--- config.mk ---
export PLATFORM = sky130hd
export DESIGN_NAME = aimr_map
export DESIGN_NICKNAME = d
export VERILOG_FILES = /design/src/hdl/aimr_pkg.sv /design/src/hdl/aimr_map.sv
export SDC_FILE = /design/constraint.sdc
export NUM_CORES = 2
export LEC_CHECK = 0
export BUFFER_PORTS_ARGS = -buffer_cell sky130_fd_sc_hd__clkbuf_2
export CAP_MARGIN = 5
export CORE_ASPECT_RATIO = 2
export CORE_MARGIN = 2
export CORE_UTILIZATION = 43
export DETAILED_ROUTE_END_ITERATION = 8
export PLACE_DENSITY_LB_ADDON = 0.3
export SYNTH_ARGS = -nofsm -noshare
export SYNTH_HDL_FRONTEND = slang
export SYNTH_SLANG_ARGS = --single-unit
--- constraint.sdc ---
create_clock -name i_clk -period 6.95 [get_ports i_clk]
set_input_delay 1.39 -clock i_clk [delete_from_list [all_inputs] [get_ports i_clk]]
set_output_delay 1.39 -clock i_clk [all_outputs]
set_load 0.01 [all_outputs]
--- src/hdl/aimr_pkg.sv ---
// Shared types and constants of the affine inverse-map resampler.
// No dependencies; every module of the block imports this package.
`timescale 1ns / 1ps

package aimr_pkg;

    localparam int DEF_MAX_COLS  = 256;
    localparam int DEF_MAX_ROWS  = 256;
    localparam int DEF_CHANNELS  = 3;
    localparam int DEF_FRAC_BITS = 16;

    localparam int COEF_W    = 32;
    localparam int SIZE_W    = 9;
    localparam int DIM_W     = 11;
    localparam int PROD_W    = COEF_W + DIM_W + 1;
    localparam int T_W       = PROD_W + 1;
    localparam int PIX_W     = 8;
    localparam int MAX_CH    = 3;
    localparam int REG_IDX_W = 3;
    localparam int EXT_W     = DIM_W + 1;

    localparam logic [1:0] MODE_LOAD  = 2'd0;
    localparam logic [1:0] MODE_BILIN = 2'd1;
    localparam logic [1:0] MODE_NEAR  = 2'd2;

    localparam logic [REG_IDX_W-1:0] REG_XX   = 3'd0;
    localparam logic [REG_IDX_W-1:0] REG_XY   = 3'd1;
    localparam logic [REG_IDX_W-1:0] REG_XT   = 3'd2;
    localparam logic [REG_IDX_W-1:0] REG_YX   = 3'd3;
    localparam logic [REG_IDX_W-1:0] REG_YY   = 3'd4;
    localparam logic [REG_IDX_W-1:0] REG_YT   = 3'd5;
    localparam logic [REG_IDX_W-1:0] REG_COLS = 3'd6;
    localparam logic [REG_IDX_W-1:0] REG_ROWS = 3'd7;

    typedef struct packed {
        logic                      valid;
        logic [1:0]                mode;
        logic [DIM_W-1:0]          col;
        logic [DIM_W-1:0]          row;
        logic [MAX_CH*PIX_W-1:0]   pix;
    } t_item;

    typedef struct packed {
        logic [COEF_W-1:0] xx;
        logic [COEF_W-1:0] xy;
        logic [COEF_W-1:0] xt;
        logic [COEF_W-1:0] yx;
        logic [COEF_W-1:0] yy;
        logic [COEF_W-1:0] yt;
        logic [SIZE_W-1:0] cols;
        logic [SIZE_W-1:0] rows;
    } t_cfg;

    typedef struct packed {
        logic valid;
        logic in_src;
    } t_smp;

endpackage

--- src/hdl/aimr_map.sv ---
// Affine mapping of the destination point: products, then the two sums.
// Depends on aimr_pkg.
`timescale 1ns / 1ps

module aimr_map
    import aimr_pkg::*;
(
    input  logic                i_clk,
    input  logic                i_rst_n,
    input  logic                i_en,
    input  t_item               i_item,
    input  t_cfg                i_cfg,
    output t_item               o_item,
    output logic signed [T_W-1:0] o_tx,
    output logic signed [T_W-1:0] o_ty
);

    t_item                      r_item1, r_item2;
    logic signed [PROD_W-1:0]   r_pxx, r_pxy, r_pyx, r_pyy;
    logic signed [T_W-1:0]      r_tx, r_ty;
    logic signed [DIM_W:0]      col_s, row_s;

    assign col_s = $signed({1'b0, i_item.col});
    assign row_s = $signed({1'b0, i_item.row});

    always_ff @(posedge i_clk) begin
        if (!i_rst_n) begin
            r_item1.valid <= 1'b0;
            r_item2.valid <= 1'b0;
        end else if (i_en) begin
            r_item1.valid <= i_item.valid;
            r_item2.valid <= r_item1.valid;
        end
    end

    always_ff @(posedge i_clk) begin
        if (i_en) begin
            r_item1.mode <= i_item.mode;
            r_item1.col  <= i_item.col;
            r_item1.row  <= i_item.row;
            r_item1.pix  <= i_item.pix;
            r_pxx <= PROD_W'($signed(i_cfg.xx) * col_s);
            r_pxy <= PROD_W'($signed(i_cfg.xy) * row_s);
            r_pyx <= PROD_W'($signed(i_cfg.yx) * col_s);
            r_pyy <= PROD_W'($signed(i_cfg.yy) * row_s);

            r_item2.mode <= r_item1.mode;
            r_item2.col  <= r_item1.col;
            r_item2.row  <= r_item1.row;
            r_item2.pix  <= r_item1.pix;
            r_tx <= T_W'(r_pxx) + T_W'(r_pxy) + T_W'($signed(i_cfg.xt));
            r_ty <= T_W'(r_pyx) + T_W'(r_pyy) + T_W'($signed(i_cfg.yt));
        end
    end

    assign o_item = r_item2;
    assign o_tx   = r_tx;
    assign o_ty   = r_ty;

endmodule

# == After elaboration in Yosys (flattened, before gate mapping) ==
# Cells that the tools add are included.
# word_totals
reg_bits,364
wordCells,24
output_inout_bits,139
# op_classes
addsub,4
multipliers,4
# op_table
op,count
multiplier 32 x 12 -> 44 bit,4
adder 44 x 44 -> 45 bit,2
adder 45 x 32 -> 45 bit,2

# == Logic depth before layout (Yosys ltp) ==
# logic_depth
depth_word,2
mapped_depth,25
depth_no_buf,22

# == Worst setup path after synthesis ==
# Ideal clock, no wire load.
# synth_timing
kind,input to register
startpoint,input port i_item[27] in the netlist's numbering
endpoint,register r_pyy[41] (data pin)
setup_time_ns,0.158
cell_stages,22
path_buffers,2
required_time_ns,6.792
path_slack_ns,-0.227
t_arrival_ns,7.020
path_cell_list,clkbuf_1 -> clkbuf_1 -> nand2_1 -> fa_1 -> fa_1 -> inv_1 -> fa_1 -> fa_1 -> inv_1 -> fa_1 -> inv_1 -> ha_1 -> a21o_1 -> a21o_1 -> a21o_1 -> a2111oi_0 -> nor2_1 -> a311oi_1 -> o21bai_1 -> a21oi_1 -> or4b_1 -> o211ai_1
# synth_via
elab_chain_len,1
# synth_rtl
item,line_no,source
start: declaration,aimr_map.sv:11,"input t_item i_item,"
multiplier 32 x 12 -> 44 bit,aimr_map.sv:45,r_pyy <= PROD_W'($signed(i_cfg.yy) * row_s);
end signal: assignment,aimr_map.sv:45,
end: declaration,aimr_map.sv:19,"logic signed [PROD_W-1:0] r_pxx, r_pxy, r_pyx, r_pyy;"
# No other way between the ends.
# A chain may end at the register's enable or synchronous reset.

# == Final worst setup path ==
# layout_timing
startpoint,input port i_item[41] in the netlist's numbering
endpoint,register r_pxx[41] (data pin)
# layout_via
elab_chain_len,1
# layout_rtl
item,line_no,source
multiplier 32 x 12 -> 44 bit,aimr_map.sv:42,r_pxx <= PROD_W'($signed(i_cfg.xx) * col_s);
end signal: assignment,aimr_map.sv:42,
end: declaration,aimr_map.sv:19,
# No other way between the ends.

==> impl_metrics.toml <==
[synthesis]
async_flop_share = 0
synth-warning-count = 0
yosys.area_share.simple = 0.1306
ys_ff_latch = 364
synth.area.mux_share = 0.0004805
synthAdderAreaFrac = 0.4917
synth-compound-area-share = 0.06866
synth_cell_type_count = 70
synth_area_um2 = 65100
avgSynthCellArea_um2 = 9.542
synth_ff_type = "edfxtp_1"
synthXorXnorAreaFrac = 0.03283
ys_seq_area_frac = 0.1676
synth_top_family_by_area = "adder cells"
syn_nets = 8856
synth_edf_count = 362
netlist_instances = 6822

[route]
vias_per_cell = 5.003
num_vias = 48040
drc = 0
first_iter_violations = 2488
firstDrtPassIters = 5
drt_wl_total_um = 168400
wl_per_cell_um = 17.54
ant_nets = 0

[run_status]
status = "finished, final reports clean"

[critical_path]
r2r_cells = 12
crit_fanout = 10
start_kind = "primary input"
cp-end-kind = "flip-flop"
path_class = "in2reg"
crit_arrival_ns = 7.22
required_ns = 7.45

[sta]
fmax_ghz = 0.1488
finalHoldWorstSlack_ns = 0.4166
slew_violations = 0
rsz0062_at_grt = "no"
fin_crit_ns = 6.722
worstMarginPinSlew_ns = 0.9929
maxSlewHeadroom = 0.3381
setup_viol = 0
fin_skew_ns = 0.03966
timing.final.crit_share = 0.9673
hold_violations = 0

[placed_design]
portBuffers = 382
finalWeightedCongestion = 0.9292
dp_hpwl_um = 144300

[cts]
h-tree-depth = 2
clock-root-buffer = "clkbuf_16"
clkTransAtPathRegs_ns = 0.06
worstSkewPairLatency_ns = 0.64
cts_hold_buf = 0
cts_sinks = 364
numCtsBuffers = 41
cts_tree = "done"
clk_path_buf_depth = 3

[finish]
drive_gt1_frac = 0.1536
final.fill_count = 14040
final_common_cell = "inv_1"
finish.utilization = 0.5005
layout.nets = 9660
final_cell_mix = "1566 x inv_1, 1310 x fa_1, 1156 x nand2_1, 647 x buf_4, 462 x ha_1"
area_growth_syn_to_layout_pct = 16.02
multi_input_area_um2 = 47210
register_area_um2 = 10910

[global_route]
first_global_vias = 50610
grt_usage = 0.2244
grt-ovfl-total = 0
grt_first_pass_wirelength_um = 273100
antenna_found_initial = 42
grt_max_degree = 162

[floorplanning]
initial_core_util = 0.4314
core-area_um2 = 150900
die-area_um2 = 154700
num_rows = 202
io_pins = 401
die_w_um = 279.1
fp.dieH_um = 554.3

[min_path]
worstHoldPathType = "reg2reg"
hold-path-cell-count = 0

[job]
maxCapViolCount = 0
## path summary, 6_finish.rpt
kind | from | end | slack, ns
worst max-delay path | i_item[41] | r_pxx[41] | 0.23
worst min-delay path | r_item1[14] | o_item[14] | 0.42
worst max register to register | r_pxx[2] | o_tx[42] | 2.64
worst min register to register | r_item1[14] | o_item[14] | 0.42
## metal layers
metal	up-vias	GRT usage	wire (um)
li1	22290	-	-
met1	24210	0.2815	67060
met2	1199	0.3891	83960
met3	281	0.04620	11620
met4	70	0.06492	5327
met5	-	0	441
## through the flow
stage / area (um2) / cells / worst slack (ns) / setup TNS, ns
finish: 75520 / 9603 / 0.2276 / 0
global route: 75510 / 9596 / 0.0008278 / 0
CTS: 75460 / 9595 / 0.05643 / 0
detailed placement: 73980 / 9521 / -0.7652 / -14.75
global placement: 73980 / 9521 / -0.7071 / -14.83
floorplan: 65170 / 6822 / -0.02886 / -0.03360
## sequential cells by signal (all words and copies together), names as in the netlist
signal	cells
o_item	49
r_item1	49
o_tx	45
o_ty	45
r_pxx	44
r_pxy	44
r_pyx	44
r_pyy	44
## logic make-up (layout without fill, tap and decap cells)
| family | after synthesis | in the layout |
|---|---|---|
| AND/OR/NAND/NOR | 1875 | 1875 |
| buffers and inverters | 1876 | 2711 |
| AO/OA/AOI/OAI | 688 | 688 |
| multiplexers | 3 | 3 |
| flip-flops | 364 | 364 |
| adder cells (fa/ha/maj) | 1772 | 1772 |
| other | 0 | 8 |
| XOR/XNOR | 244 | 244 |
## critical path, stage by stage
cell	delay, ns
clkbuf_2	0.24
buf_6	0.21
nand2_1	0.09
fa_1	0.44
fa_1	0.49
fa_1	0.54
inv_1	0.05
fa_1	0.49
inv_1	0.05
fa_1	0.48
inv_1	0.04
ha_1	0.30
buf_4	0.15
nand2_1	0.05
nor2_1	0.13
o31ai_2	0.11
a211oi_2	0.38
o2111ai_2	0.22
o22ai_2	0.29
a31oi_1	0.20
o31ai_1	0.28
xor2_1	0.41
buf_4	0.19
## cells in the mapped netlist (41+ instances only)
cell type | n | area share
ha_1 | 462 | 0.089
nor2_1 | 112 | 0.0065
inv_1 | 1566 | 0.090
clkbuf_1 | 309 | 0.018
a21oi_1 | 214 | 0.016
xnor2_1 | 184 | 0.025
o21ai_0 | 107 | 0.0082
edfxtp_1 | 362 | 0.17
a21o_1 | 125 | 0.014
nand3_1 | 49 | 0.0038
nand2_1 | 1156 | 0.067
and2_1 | 355 | 0.034
xor2_1 | 60 | 0.0081
o21bai_1 | 41 | 0.0047
fa_1 | 1310 | 0.40
## layout make-up
type	count	area share
multi-input cells	4582	0.6251
well taps	1938	0.03211
inverters	1566	0.07783
flip-flops and latches	364	0.1445
clock buffers	46	0.01412
clock inverters	28	0.005335
diodes	8	0.0002651
repair buffers	1071	0.1008
## timing repair
action                                  in CTS  in global routing
resized for setup                            1                 15
endpoints found under the setup margin       1                 15
buffers inserted                             0                  0
Power is not shown: default switching activity piles up to over one toggle a cycle in this logic, so the estimate is an artifact.
