File: src/hdl/aimr_pkg.sv
// Shared types and constants of the affine inverse-map resampler.
// No dependencies; every module of the block imports this package.
`timescale 1ns / 1ps

package aimr_pkg;

    localparam int DEF_MAX_COLS  = 256;
    localparam int DEF_MAX_ROWS  = 256;
    localparam int DEF_CHANNELS  = 3;
    localparam int DEF_FRAC_BITS = 16;

    localparam int COEF_W    = 32;
    localparam int SIZE_W    = 9;
    localparam int DIM_W     = 11;
    localparam int PROD_W    = COEF_W + DIM_W + 1;
    localparam int T_W       = PROD_W + 1;
    localparam int PIX_W     = 8;
    localparam int MAX_CH    = 3;
    localparam int REG_IDX_W = 3;
    localparam int EXT_W     = DIM_W + 1;

    localparam logic [1:0] MODE_LOAD  = 2'd0;
    localparam logic [1:0] MODE_BILIN = 2'd1;
    localparam logic [1:0] MODE_NEAR  = 2'd2;

    localparam logic [REG_IDX_W-1:0] REG_XX   = 3'd0;
    localparam logic [REG_IDX_W-1:0] REG_XY   = 3'd1;
    localparam logic [REG_IDX_W-1:0] REG_XT   = 3'd2;
    localparam logic [REG_IDX_W-1:0] REG_YX   = 3'd3;
    localparam logic [REG_IDX_W-1:0] REG_YY   = 3'd4;
    localparam logic [REG_IDX_W-1:0] REG_YT   = 3'd5;
    localparam logic [REG_IDX_W-1:0] REG_COLS = 3'd6;
    localparam logic [REG_IDX_W-1:0] REG_ROWS = 3'd7;

    typedef struct packed {
        logic                      valid;
        logic [1:0]                mode;
        logic [DIM_W-1:0]          col;
        logic [DIM_W-1:0]          row;
        logic [MAX_CH*PIX_W-1:0]   pix;
    } t_item;

    typedef struct packed {
        logic [COEF_W-1:0] xx;
        logic [COEF_W-1:0] xy;
        logic [COEF_W-1:0] xt;
        logic [COEF_W-1:0] yx;
        logic [COEF_W-1:0] yy;
        logic [COEF_W-1:0] yt;
        logic [SIZE_W-1:0] cols;
        logic [SIZE_W-1:0] rows;
    } t_cfg;

    typedef struct packed {
        logic valid;
        logic in_src;
    } t_smp;

endpackage

File: src/hdl/aimr_lane.sv
// One channel lane: four weighted taps, then their sum.
// Depends on aimr_pkg.
`timescale 1ns / 1ps

module aimr_lane
    import aimr_pkg::*;
#(
    parameter int FRAC_BITS = DEF_FRAC_BITS
) (
    input  logic                          i_clk,
    input  logic                          i_en,
    input  logic [PIX_W-1:0]              i_pix [4],
    input  logic [2*FRAC_BITS:0]          i_w [4],
    output logic [2*FRAC_BITS+PIX_W+2:0]  o_sum
);

    localparam int WW = 2 * FRAC_BITS + 1;
    localparam int MW = WW + PIX_W;
    localparam int SW = MW + 2;

    logic [MW-1:0] r_prod [4];
    logic [SW-1:0] r_sum;

    always_ff @(posedge i_clk) begin
        if (i_en) begin
            for (int j = 0; j < 4; j++) begin
                r_prod[j] <= MW'(i_w[j] * i_pix[j]);
            end
            r_sum <= SW'(r_prod[0]) + SW'(r_prod[1]) + SW'(r_prod[2]) + SW'(r_prod[3]);
        end
    end

    assign o_sum = r_sum;

endmodule

File: config.mk
export PLATFORM = sky130hd
export DESIGN_NAME = aimr_lane
export DESIGN_NICKNAME = d
export VERILOG_FILES = /design/src/hdl/aimr_pkg.sv /design/src/hdl/aimr_lane.sv
export SDC_FILE = /design/constraint.sdc
export NUM_CORES = 2
export LEC_CHECK = 0
export BUFFER_PORTS_ARGS = -buffer_cell sky130_fd_sc_hd__buf_4
export CORE_MARGIN = 5
export CORE_UTILIZATION = 53
export CTS_BUF_LIST = sky130_fd_sc_hd__clkbuf_16
export DETAILED_ROUTE_END_ITERATION = 10
export PLACE_DENSITY = 0.7
export SYNTH_ARGS = -nofsm -noshare
export SYNTH_HDL_FRONTEND = slang
export SYNTH_SLANG_ARGS = --single-unit
File: constraint.sdc
create_clock -name i_clk -period 6.1 [get_ports i_clk]
set_input_delay 0.305 -clock i_clk [delete_from_list [all_inputs] [get_ports i_clk]]
set_output_delay 0.305 -clock i_clk [all_outputs]
set_load 0.02 [all_outputs]
Word level (Yosys, flattened, before mapping)
Memories as Yosys holds them, arrays and structs flattened. Cells that the tools add are included.

Register bits: 43. Latch bits: 0. Memory bits (writable): 164. Memory bits (read-only): 0. Input bits: 166. Output and inout port bits: 43. Word-level logic and storage cells: 11. Memories kept: 1.

Memory list: r_prod (depth 4, width 41, rd ports 4, clocked after Yosys merged registers in 0, wr ports 4, line aimr_lane.sv:21) `logic [MW-1:0] r_prod [4];`.

$add $sub $neg: 3. Multipliers: 4. Div/mod/pow operators: 0. $lt $le $gt $ge: 0. Equality and inequality tests: 0. Shifts and indexed selects: 0. Muxes and demuxes: 2. Bitwise logic cells: 0. Reduce and logical (&&, ||, !) cells: 0.

Operators by type and width (number): multiplier 33 x 8 -> 41 bit (4); adder 42 x 41 -> 43 bit (1); adder 43 x 41 -> 43 bit (1); adder 41 x 41 -> 42 bit (1); two-way mux 1 bit (2).

Depth between registers and ports, before layout
Depth in word-level cells: 3. Depth in mapped cells: 22. Mapped depth without buffers: 20.

Worst setup path before layout
Ideal clock, no wire load.

Path type: in2reg. From: input port i_pix[26] (netlist bit). To: memory r_prod[0][40] (netlist bit), data pin. Setup time: 260 ps. Arrival time: 4720 ps. Data required time: 5840 ps. Setup slack: 1120 ps. Stages on the path: 19. Buffers on the path: 1. Path through: clkbuf_1 and2_1 fa_1 fa_1 fa_1 inv_1 fa_1 inv_1 ha_1 a21o_1 a21o_1 a21o_1 a311oi_1 o21ai_0 a21oi_1 o21ai_1 a221o_1 a21oi_1 xnor2_1.

RTL lines: start: declaration (line aimr_lane.sv:12) `input logic [PIX_W-1:0] i_pix [4],`; end: declaration (line aimr_lane.sv:21).

==> summary by stage <==
Timing
The count of pins over their slew limit was 0. The tightest slew margin relative to the limit is 0.326. Setup repair after global routing left no endpoint under its margin.

Of the available clock period, the critical path in the final layout requires 0.847. The count of endpoints failing setup in the final report is 0. The worst clock skew on the final layout is 0.0253 ns. The fmax is 0.193 GHz. The number of hold violations in the final report is 0. The worst path in the final design needs a cycle of 5.17 ns, including I/O delays and setup. In the final timing run, aggregate negative setup slack is 0 ns. At the pin with the least slew margin, the transition time is 1.01 ns.

Global routing
Across every metal layer, demand over resource in global routing totals 0.247. The maximum number of pins on one net before global-route repair is 80. The first global-routing pass estimated 171 mm of wire. The final global-route overflow total is 0. The initial antenna violation count was 6.

The number of global-route vias before repair is 32.1k.

Drt
The routed layout has 30.2k vias. The DRC marker count from the first detailed-route iteration is 1,876. The number of optimization iterations in the first detailed-route pass is 6.

The sum of routed wire length over all layers is 104 mm. After detailed routing, the number of remaining DRC violations is 0. The detail route stage leaves a number of antenna-violating nets equal to 0. Using the TritonRoute via totals, the vias-per-cell ratio works out to 5.49. The final routed wire length divided by cell count is 19.0 microns.

Die
The vertical die dimension is 293 microns. The initial utilization of the core area, before any placement, comes to 0.531. The die area is 86,100 sq um. The total core area is 80,200 sq um.

After floorplanning, the core was divided into 104 placement rows. The x dimension of the die is 293 microns. The count of boundary I/O pins is 209.

Critical path
The type of element capturing the critical path is a flip-flop. The largest driver fanout on the critical path is 33. The setup path with the least slack is of type primary input to flip-flop. The kind of launch point of the worst setup path is a primary input. The worst path arrival time is 5.44 ns.

The required time at the endpoint of the critical path is 6.37 ns. The flop-to-flop setup slack is 1.06 ns.

Synth
The warning count from the yosys run is 0. Of the synthesized area, sequential elements account for 0.146. The number of nets handed over by synthesis was 5,601. The synthesized netlist contains 62 unique library cells.

The most used flip-flop cell after synthesis is sky130_fd_sc_hd__edfxtp_1. The mean area per synthesized cell is 9.85 sq um. The flip-flop and latch count after synthesis is 207. The area of the mapped netlist is 42,600 sq um. In this run, synthesis inferred 207 flip-flops with an integrated enable. After technology mapping, the gate count stands at 4,323. For this run, asynchronously set or reset flops after synthesis account for 0.

CTS
The later-pin clock latency in the skew report is 0.52 ns. The clock tree from TritonCTS is done. After clock tree synthesis, the clock-pin slew on the worst setup and hold paths is 0.07 ns.

The tree is rooted in a sky130_fd_sc_hd__clkbuf_16. The number of H-tree levels is 1. In this run, post-CTS hold repair placed 0 buffers. The number of sinks handled by clock tree synthesis is 207. Buffers inserted during clock tree synthesis total 21.

No sink is reached through more buffers than the 3 on the longest clock path. Post-CTS timing repair inserted 0 buffers for setup. The number of gates resized after CTS was 0.

Place
The final estimated routing congestion in global placement is 0.916. Once placement completed, the tool counted placed cells totaling 5,462. The half-perimeter wire length after placement is 85.3 mm.

The count of buffers from port buffering is 208.

Cells and area
At the end of the flow, the number of nets in the layout was 5,703. The number of filler instances in the final layout is 7,186. The layout cell share with drive strength beyond 1 is 0.0588.

Registers take 6220 sq um. The most common cell after layout, fill and taps aside is sky130_fd_sc_hd__and2_1. Leaving out fill and tap cells, the most frequent cells in the layout are sky130_fd_sc_hd__and2_1 (853), sky130_fd_sc_hd__fa_1 (826), sky130_fd_sc_hd__inv_1 (703). The signed area change from the synthesized netlist to the final layout is 7.34%. The finished layout holds 5,500 standard cells, fillers aside.

Summing all multi-input logic gate instances after layout gives 33,200 sq um.

Hold path
The tightest min-delay check is of the primary input to flip-flop type.

Job
The tool flagged a number of max-cap violations equal to 0.

Run status
The run finished with clean final reports.
==> per-stage QoR <==
step | instance area [sq um] | worst slack, ns | utilization | hold slack [ns]
after global placement | 45000 | 0.526 | 0.562 | 0.544
after CTS | 45700 | 1.02 | 0.570 | 0.164
after detailed placement | 45000 | 0.489 | 0.562 | 0.545
after global routing | 45700 | 0.632 | 0.570 | 0.170
final | 45700 | 0.932 | 0.570 | 0.176
after floorplan | 42600 | 1.12 | - | 0.417
==> cells in the mapped netlist, drive strengths merged (4+ instances only) <==
cell	number	area (sq um)
ha	286	3580
nor2b	35	219
a311oi	7	73.8
o2111ai	7	61.3
o211ai	13	97.6
a21o	112	841
nand2b	28	175
fa	826	16500
buf	8	31.3
and2	853	5340
a21boi	6	45.0
nand2	309	1160
xnor2	115	1010
a211oi	17	128
nand4	24	150
o31ai	7	52.6
xor2	65	569
and4	6	52.6
a31oi	25	171
a221o	4	40.0
a21oi	182	915
a2111oi	4	41.3
nor3	11	55.1
a31o	4	35.0
nand3	40	200
nor2	79	297
inv	702	2640
o21a	27	203
o21bai	27	203
clkbuf	124	465
and3	22	138
a221oi	5	50.0
o21ai	102	522
edfxtp	207	6220
==> layout make-up <==
cell class,count,area share
Antenna cell,1,0.0000547
Clock buffer,21,0.0115
Clock inverter,16,0.00394
Inverter,702,0.0576
Multi-Input combinational cell,3282,0.727
Sequential cell,207,0.136
Tap cell,1060,0.0290
Timing Repair Buffer,211,0.0348
==> worst max-delay path: stages <==
cell	delay (ns)
sky130_fd_sc_hd__buf_4	0.31
sky130_fd_sc_hd__and2_1	0.22
sky130_fd_sc_hd__fa_1	0.45
sky130_fd_sc_hd__fa_1	0.52
sky130_fd_sc_hd__fa_1	0.50
sky130_fd_sc_hd__inv_1	0.05
sky130_fd_sc_hd__fa_1	0.47
sky130_fd_sc_hd__inv_1	0.04
sky130_fd_sc_hd__ha_1	0.33
sky130_fd_sc_hd__and2_1	0.20
sky130_fd_sc_hd__a221oi_1	0.25
sky130_fd_sc_hd__o21ai_0	0.19
sky130_fd_sc_hd__o2bb2ai_1	0.17
sky130_fd_sc_hd__o21ai_0	0.38
sky130_fd_sc_hd__a311oi_1	0.25
sky130_fd_sc_hd__a211oi_1	0.47
sky130_fd_sc_hd__o21bai_1	0.17
sky130_fd_sc_hd__xor2_1	0.17
==> path summary, 6_finish.rpt <==
check,endpoint,from,cells after the start
min reg2reg,o_sum[0],r_prod[1][0],1
max,r_prod[1][38],i_pix[19],18
max reg2reg,o_sum[41],r_prod[0][1],15
min,r_prod[3][0],i_w[0],2
==> flip-flops by register name, indices dropped and copies added, names as in the netlist <==
signal  count
r_prod    164
o_sum      43
==> cell families after synthesis <==
| family | synth area share |
|---|---|
| compound gates | 0.0863 |
| mux | 0.000235 |
| flops | 0.146 |
| simple gates | 0.185 |
| buf+inv | 0.0735 |
| fa+ha+maj | 0.472 |
| xor+xnor | 0.0370 |
==> routing by layer <==
metal,vias up,share of wire,track usage
li1,13800,-,-
met1,15500,0.42,0.339
met2,710,0.51,0.437
met3,135,0.047,0.0228
met4,6,0.020,0.0449
met5,-,0.00039,0
Power is not shown: default switching activity piles up to over one toggle a cycle in this logic, so the estimate is an artifact.
